===== src/rtl/constrained_motzkin_path_count_assert.svh =====
// Assertion macros shared by the constrained Motzkin path counter.
// Depends on a clock named clk and an active-low reset named rst_n in scope.
`ifndef CONSTRAINED_MOTZKIN_PATH_COUNT_ASSERT_SVH
`define CONSTRAINED_MOTZKIN_PATH_COUNT_ASSERT_SVH

// Same-cycle implication, disabled while reset is low.
`define CMPC_ASSERT_SAME(label, ante, cons, msg) \
  label: assert property (@(posedge clk) disable iff (!rst_n) (ante) |-> (cons)) \
    else $error(msg);

// Next-cycle implication, disabled while reset is low.
`define CMPC_ASSERT_NEXT(label, ante, cons, msg) \
  label: assert property (@(posedge clk) disable iff (!rst_n) (ante) |=> (cons)) \
    else $error(msg);

`endif


===== src/rtl/cmpc_pkg.sv =====
// Shared types and constants of the constrained Motzkin path counter.
// No dependencies.
package cmpc_pkg;

  localparam int CMPC_MAX_WIDTH = 28;
  localparam int LEN_W          = 5;
  localparam int MASK_BITS      = 28;
  localparam int POS_W          = 5;
  localparam int MASK_EXT       = 1 << POS_W;
  localparam int COUNT_W        = 64;

  typedef logic [COUNT_W-1:0] count_t;

  // Commands from the controller to the datapath.
  typedef struct packed {
    logic             load;
    logic             step;
    logic             capture;
    logic [POS_W-1:0] pos;
  } cmd_t;

endpackage


===== src/rtl/cmpc_ctrl.sv =====
// Controller of the constrained Motzkin path counter: handshakes and step sequencing.
// Depends on cmpc_pkg and the assertion macro header.
`include "constrained_motzkin_path_count_assert.svh"

module cmpc_ctrl (
  input  logic                      clk,
  input  logic                      rst_n,
  input  logic                      in_valid,
  output logic                      in_ready,
  input  logic [cmpc_pkg::LEN_W-1:0] in_path_length,
  output logic                      out_valid,
  input  logic                      out_ready,
  output cmpc_pkg::cmd_t            cmd
);
  import cmpc_pkg::*;

  localparam logic [1:0] S_IDLE = 2'd0;
  localparam logic [1:0] S_RUN  = 2'd1;
  localparam logic [1:0] S_HOLD = 2'd2;

  logic [1:0]       state_r, state_nxt;
  logic [LEN_W-1:0] len_r, len_nxt;
  logic [POS_W-1:0] step_r, step_nxt;
  logic             out_valid_r, out_valid_nxt;
  logic             out_free;

  // The output register can take a new word if empty or emptied this cycle.
  assign out_free  = !out_valid_r || out_ready;
  assign out_valid = out_valid_r;

  // Next-state logic and command generation.
  always_comb begin
    state_nxt   = state_r;
    len_nxt     = len_r;
    step_nxt    = step_r;
    in_ready    = 1'b0;
    cmd.load    = 1'b0;
    cmd.step    = 1'b0;
    cmd.capture = 1'b0;
    cmd.pos     = step_r;
    case (state_r)
      S_IDLE: begin
        in_ready = 1'b1;
        if (in_valid) begin
          cmd.load  = 1'b1;
          len_nxt   = in_path_length;
          step_nxt  = '0;
          state_nxt = S_RUN;
        end
      end
      S_RUN: begin
        if (step_r == len_r) begin
          if (out_free) begin
            cmd.capture = 1'b1;
            state_nxt   = S_IDLE;
          end else begin
            state_nxt = S_HOLD;
          end
        end else begin
          cmd.step = 1'b1;
          step_nxt = step_r + POS_W'(1);
        end
      end
      S_HOLD: begin
        if (out_free) begin
          cmd.capture = 1'b1;
          state_nxt   = S_IDLE;
        end
      end
      default: begin
        state_nxt = S_IDLE;
      end
    endcase
  end

  // Output word flag: set on capture, cleared when the word is taken.
  always_comb begin
    out_valid_nxt = out_valid_r;
    if (cmd.capture) begin
      out_valid_nxt = 1'b1;
    end else if (out_ready) begin
      out_valid_nxt = 1'b0;
    end
  end

  // Control registers.
  always_ff @(posedge clk) begin
    if (!rst_n) begin
      state_r     <= S_IDLE;
      len_r       <= '0;
      step_r      <= '0;
      out_valid_r <= 1'b0;
    end else begin
      state_r     <= state_nxt;
      len_r       <= len_nxt;
      step_r      <= step_nxt;
      out_valid_r <= out_valid_nxt;
    end
  end

  `CMPC_ASSERT_NEXT(a_accept_starts_run, in_valid && in_ready, state_r == S_RUN, "accepted word did not start a run")
  `CMPC_ASSERT_SAME(a_step_within_len, state_r == S_RUN || state_r == S_HOLD, step_r <= len_r, "step counter passed the path length")
  `CMPC_ASSERT_SAME(a_capture_needs_room, cmd.capture, !out_valid_r || out_ready, "capture would overwrite a pending word")
  `CMPC_ASSERT_NEXT(a_capture_sets_valid, cmd.capture, out_valid_r, "captured word not presented")

endmodule


===== config.mk =====
export PLATFORM = sky130hd
export DESIGN_NAME = cmpc_ctrl
export DESIGN_NICKNAME = d
export VERILOG_FILES = /design/src/rtl/cmpc_pkg.sv /design/src/rtl/cmpc_ctrl.sv
export VERILOG_INCLUDE_DIRS = /design/src /design/src/rtl
export SDC_FILE = /design/constraint.sdc
export NUM_CORES = 1
export LEC_CHECK = 0
export BUFFER_PORTS_ARGS = -buffer_cell sky130_fd_sc_hd__buf_4
export CAP_MARGIN = 10
export CORE_MARGIN = 1.5
export CORE_UTILIZATION = 54
export DETAILED_ROUTE_END_ITERATION = 10
export PLACE_DENSITY = 0.81
export SYNTH_ARGS = -nofsm -noshare
export SYNTH_HDL_FRONTEND = slang
export SYNTH_SLANG_ARGS = --single-unit

===== constraint.sdc =====
create_clock -name clk -period 2.84 [get_ports clk]
set_input_delay 0.142 -clock clk [delete_from_list [all_inputs] [get_ports clk]]
set_output_delay 0.142 -clock clk [all_outputs]
set_load 0.01 [all_outputs]

# After elaboration in Yosys (flattened, before gate mapping)
# Cells that the tools add are included.
totals:
  register_bits: 13
  out_inout_bits: 10
  word_cells: 38
op_classes:
  add_sub_neg: 1
  eq_ne: 7
  mux: 18
  n_reduce_logical: 8
ops:
  columns: ["operator", "n"]
  rows:
  - ["two-way mux 5 bit", 2]
  - ["case mux 5 bit (2 select lines)", 1]
  - ["two-way mux 1 bit", 9]
  - ["two-way mux 2 bit", 4]
  - ["inequality test 2 bit (second input constant)", 4]
  - ["case mux 2 bit (3 select lines)", 1]
  - ["AND reduction 3 bit", 2]
  - ["adder 5 x 1 -> 5 bit (second input constant)", 1]
  - ["equality test 5 bit", 1]
  - ["nonzero test 2 bit", 2]
  - ["equality test 2 x 1 -> 1 bit (second input constant)", 1]
  - ["equality test 2 bit (second input constant)", 1]
  - ["logical NOT 2 bit", 1]
  - ["case mux 1 bit (2 select lines)", 1]
  - ["AND reduction 2 bit", 1]
  - ["logical NOT 1 bit", 1]
  - ["logical OR 1 bit", 1]

# Depth between registers and ports, before layout
logic_depth:
  depth_word: 6
  mapped_depth: 8
  mapped_depth_nobuf: 7

# Worst setup path after synthesis
# OpenSTA, ideal clock, no wires.
synth_path:
  kind: "register to register"
  start: "register state_r[0]"
  end: "register step_r[3]"
  setup_time_ns: 0.070
  t_arrival_ns: 1.471
  setup_slack_ns: 1.299
  path_stages_with_launch: 7
  n_path_buf: 0
  synth_period_minus_slack_ns: 1.541
  path_cell_list: "dfxtp_1 -> inv_1 -> ha_1 -> and2b_2 -> o22ai_4 -> or3_1 -> a21oi_1"
synth_between:
  elab_chain_cells: 3
synth_rtl:
  columns: ["element", "line_no", "source"]
  rows:
  - ["from (decl)", "cmpc_ctrl.sv:21", "logic [1:0] state_r, state_nxt;"]
  - ["from (signal assigned)", "cmpc_ctrl.sv:94", "state_r <= state_nxt;"]
  - ["equality test 2 x 1 -> 1 bit / logical NOT 2 bit (equally long branches)", "cmpc_ctrl.sv:41", "case (state_r)"]
  - ["inequality test 2 bit (no source line) / nonzero test 2 bit (equally long branches)", null, null]
  - ["AND reduction 3 bit (no source line)", null, null]
  - ["to (signal assigned)", "cmpc_ctrl.sv:96", "step_r <= step_nxt;"]
  - ["to (decl)", "cmpc_ctrl.sv:23", "logic [POS_W-1:0] step_r, step_nxt;"]
# Parallel ways exist; a longest one is shown, timed or not.
# A chain may end at the register's enable or synchronous reset.

==> out/results.tsv <==
stage	metric	value	unit
pwr	powerDensity	456.4	nW/um2
cells_and_area	multi_input_area	430.4	um2
sta	finalSetupViolCount	0	
setup_path	critical-path-slowest-cell	dfxtp_1	
pwr	report.power.total	0.4118	mW
pwr	p_comb_share	23.2	%
cts	clock_latency	0.29	ns
route	drc	0	
setup_path	cp_top_family	simple AND/OR/NAND/NOR gates	
die	die_w	39.98	um
global_route	grt_pass1_wl	2352	um
placed_design	hpwl	1095	um
cts	htree_levels	1	
global_route	grt_antenna_before_repair	0	
cts	post_cts_buffers	0	
sta	max_slew.worst_pin.slew	0.3884	ns
route	drt_iter0_markers	9	
cts	tritoncts	yes	
sta	fmax	553.9	MHz
logic_synthesis	avgSynthCellArea	8.685	um2
setup_path	crit_arrival	1.66	ns
sta	rsz0062_at_grt	false	
sta	finalCritPeriodShare	63.57	%
setup_path	critPathCaptureType	output pin	
min_path	hp-class	input port to register	
setup_path	cp_slowest_stage_delay	0.33	ns
logic_synthesis	syn_area	738.2	um2
setup_path	crit_fanout	9	
cells_and_area	ff_latch_area	260.3	um2
logic_synthesis	syn-num-nets	98	
die	initial_core_util	57.45	%
sta	skew	0.007040	ns
die	num_rows	13	
sta	finalSetupTns	0	ns
logic_synthesis	synth.top_cell.area_share	35.25	%
outcome	status	finished, final reports clean	
sta	relSlewSlack	74.05	%
setup_path	path_cells	inv_1, ha_1, nand3_2, nor2_1, o21ai_1, nor2_1, buf_4	
pwr	p_int	0.2881	mW
sta	setup_ws	1.035	ns
route	totalWireLength	1497	um
setup_path	crit_required	2.70	ns
setup_path	cp_num_buf_inv	2	
cts	cts_root_buf	clkbuf_4	
cells_and_area	fillers	126	
route	avgViaCountPerCell	5.487	
global_route	grt_max_degree	15	
logic_synthesis	yosys-top-cells-area	dfxtp_1 35%, ha_1 6.8%, nand2_1 5.6%	
cells_and_area	area_growth	22.20	%
logic_synthesis	ys.flop_type	dfxtp_1	
placed_design	io_buffers	18	
sta	hold_violations	0	
placed_design	post-place-ws	1.227	ns
global_route	track_usage	22.65	%
setup_path	worst_setup_path_start_kind	register	
cts	cts_hold_buf	0	
pwr	swShare	30.04	%
route	vias	653	
die	boundaryPins	19	
global_route	grt_pass1_vias	560	
route	dr.pass1.iters	4	
cts	clock-sinks	13	
die	die_area	1598	um2
pwr	switchingPower	0.1237	mW
die	design.core.area	1285	um2
cts	cts_resized	0	
logic_synthesis	yosysWarnings	0	
cells_and_area	drive_gt1_share	26.92	%
route	antenna_left	0	
cts	clockBufferDepth	2	
cells_and_area	diodes	0	
logic_synthesis	synthCells	85	
logic_synthesis	synth-edff-count	0	
route	drt-wirelength-per-cell	12.58	um
setup_path	worstSetupPathType	register to output pin	
die	die_y	39.98	um
placed_design	gp_congestion	0.7356	
cells_and_area	final_nets	118	
logic_synthesis	ys_seq_elements	13	
logic_synthesis	ys_seq_area_share	35.25	%
sta	period_minus_slack	1.805	ns
sta	drv_slew	0	
cts	numCtsBuffers	3	
pwr	clock_power_share	28.8	%
logic_synthesis	yosysUniqueCellTypes	30	
job	cap_violations	0	
setup_path	cpMostUsedCell	nor2_1	
logic_synthesis	async_flop_share	0	%
pwr	pwr-share-seq	48.0	%
pwr	leakage	0.3739	nW
pwr	ir_drop	0.2560	mV
logic_synthesis	synth_top_cell_by_area	dfxtp_1	
global_route	grt-ovfl-total	0	
cts	cts.clk_slew.worst_paths	0.08	ns
power by group through the flow:
stage,Sequential (mW),Clock [mW],Combinational (mW)
after floorplan,0.201,0,0.0645
after global placement,0.201,0,0.0920
after detailed placement,0.202,0,0.0943
after CTS,0.198,0.121,0.0955
after global routing,0.199,0.127,0.106
final,0.198,0.119,0.0954
sequential cells by signal (all words and copies together) (netlist names):
| register | count |
|---|---|
| len_r | 5 |
| step_r | 5 |
| state_r | 2 |
| out_valid | 1 |
worst paths after layout:
kind | from | end | slack [ns] | depth (start not counted)
hold / removal | in_path_length[1] | len_r[1]$_SDFFE_PN0P_ | 0.11 | 3
setup / recovery | state_r[1]$_SDFFE_PN0P_ | cmd[5] | 1.03 | 7
setup reg to reg | state_r[0]$_SDFFE_PN0P_ | step_r[4]$_SDFFE_PN0P_ | 1.20 | 7
hold reg to reg | len_r[0]$_SDFFE_PN0P_ | len_r[0]$_SDFFE_PN0P_ | 0.48 | 2
synthesized netlist by cell type (2+ instances only):
| cell type | count |
|---|---|
| dfxtp_1 | 13 |
| nand2_1 | 11 |
| inv_1 | 6 |
| a21boi_0 | 5 |
| nand3_1 | 5 |
| ha_1 | 4 |
| o21ai_0 | 4 |
| o21ai_1 | 4 |
| xnor2_1 | 4 |
| a21oi_1 | 3 |
| or3_1 | 3 |
| nand3_2 | 2 |
| nand3b_1 | 2 |
| nor2_1 | 2 |
| nor2b_1 | 2 |
cell type report:
| cell class | count | share of cell area (%) |
|---|---|---|
| clock buffers | 4 | 2.913 |
| well taps | 15 | 2.080 |
| repair buffers | 18 | 14.98 |
| flip-flops and latches | 13 | 28.85 |
| multi-input cells | 62 | 47.71 |
| inverters | 7 | 3.467 |
through the flow:
step / utilization [%] / hold WS (ns) / std cells / cell area [um2]
final: 70.20 / 0.1055 / 119 / 902.1
after global routing: 70.20 / 0.1219 / 119 / 902.1
after CTS: 70.20 / 0.1071 / 119 / 902.1
after detailed placement: 68.16 / 0.4109 / 115 / 875.8
after global placement: 68.16 / 0.4032 / 115 / 875.8
after floorplan: - / 0.2869 / 85 / 738.2
cell usage in the layout (no fill, tap or decap), types with 2 or more instances in the layout:
master	instances
o21ai_0	4
nand2_1	11
xnor2_1	4
nor2_1	2
nand3_1	5
ha_1	4
nand3_2	2
nor2b_1	2
o21ai_1	4
a21oi_1	3
buf_4	18
inv_1	6
or3_1	3
a21boi_0	5
nand3b_1	2
dfxtp_1	13
clkbuf_4	3
cell families after synthesis:
| kind of cell | synth area share [%] |
|---|---|
| adders and majority gates | 6.780 |
| AOI/OAI and AO/OA | 22.71 |
| buffers and inverters | 6.440 |
| xor gates and xnor gates | 6.949 |
| and+or+nand+nor | 21.87 |
| DFF | 35.25 |
metal layers:
metal / wire (um) / vias to the layer above / global-route usage (%)
met5: 0 / - / 0
met4: 42 / 0 / 12.93
met3: 46 / 5 / 3.333
met2: 695 / 12 / 35.48
met1: 712 / 303 / 29.35
li1: - / 333 / -
worst min-delay path: stages:
cell and delay [ns]:
buf_4 0.11, nand2_1 0.04, a21boi_0 0.06
(Power assumes the default switching activity.)
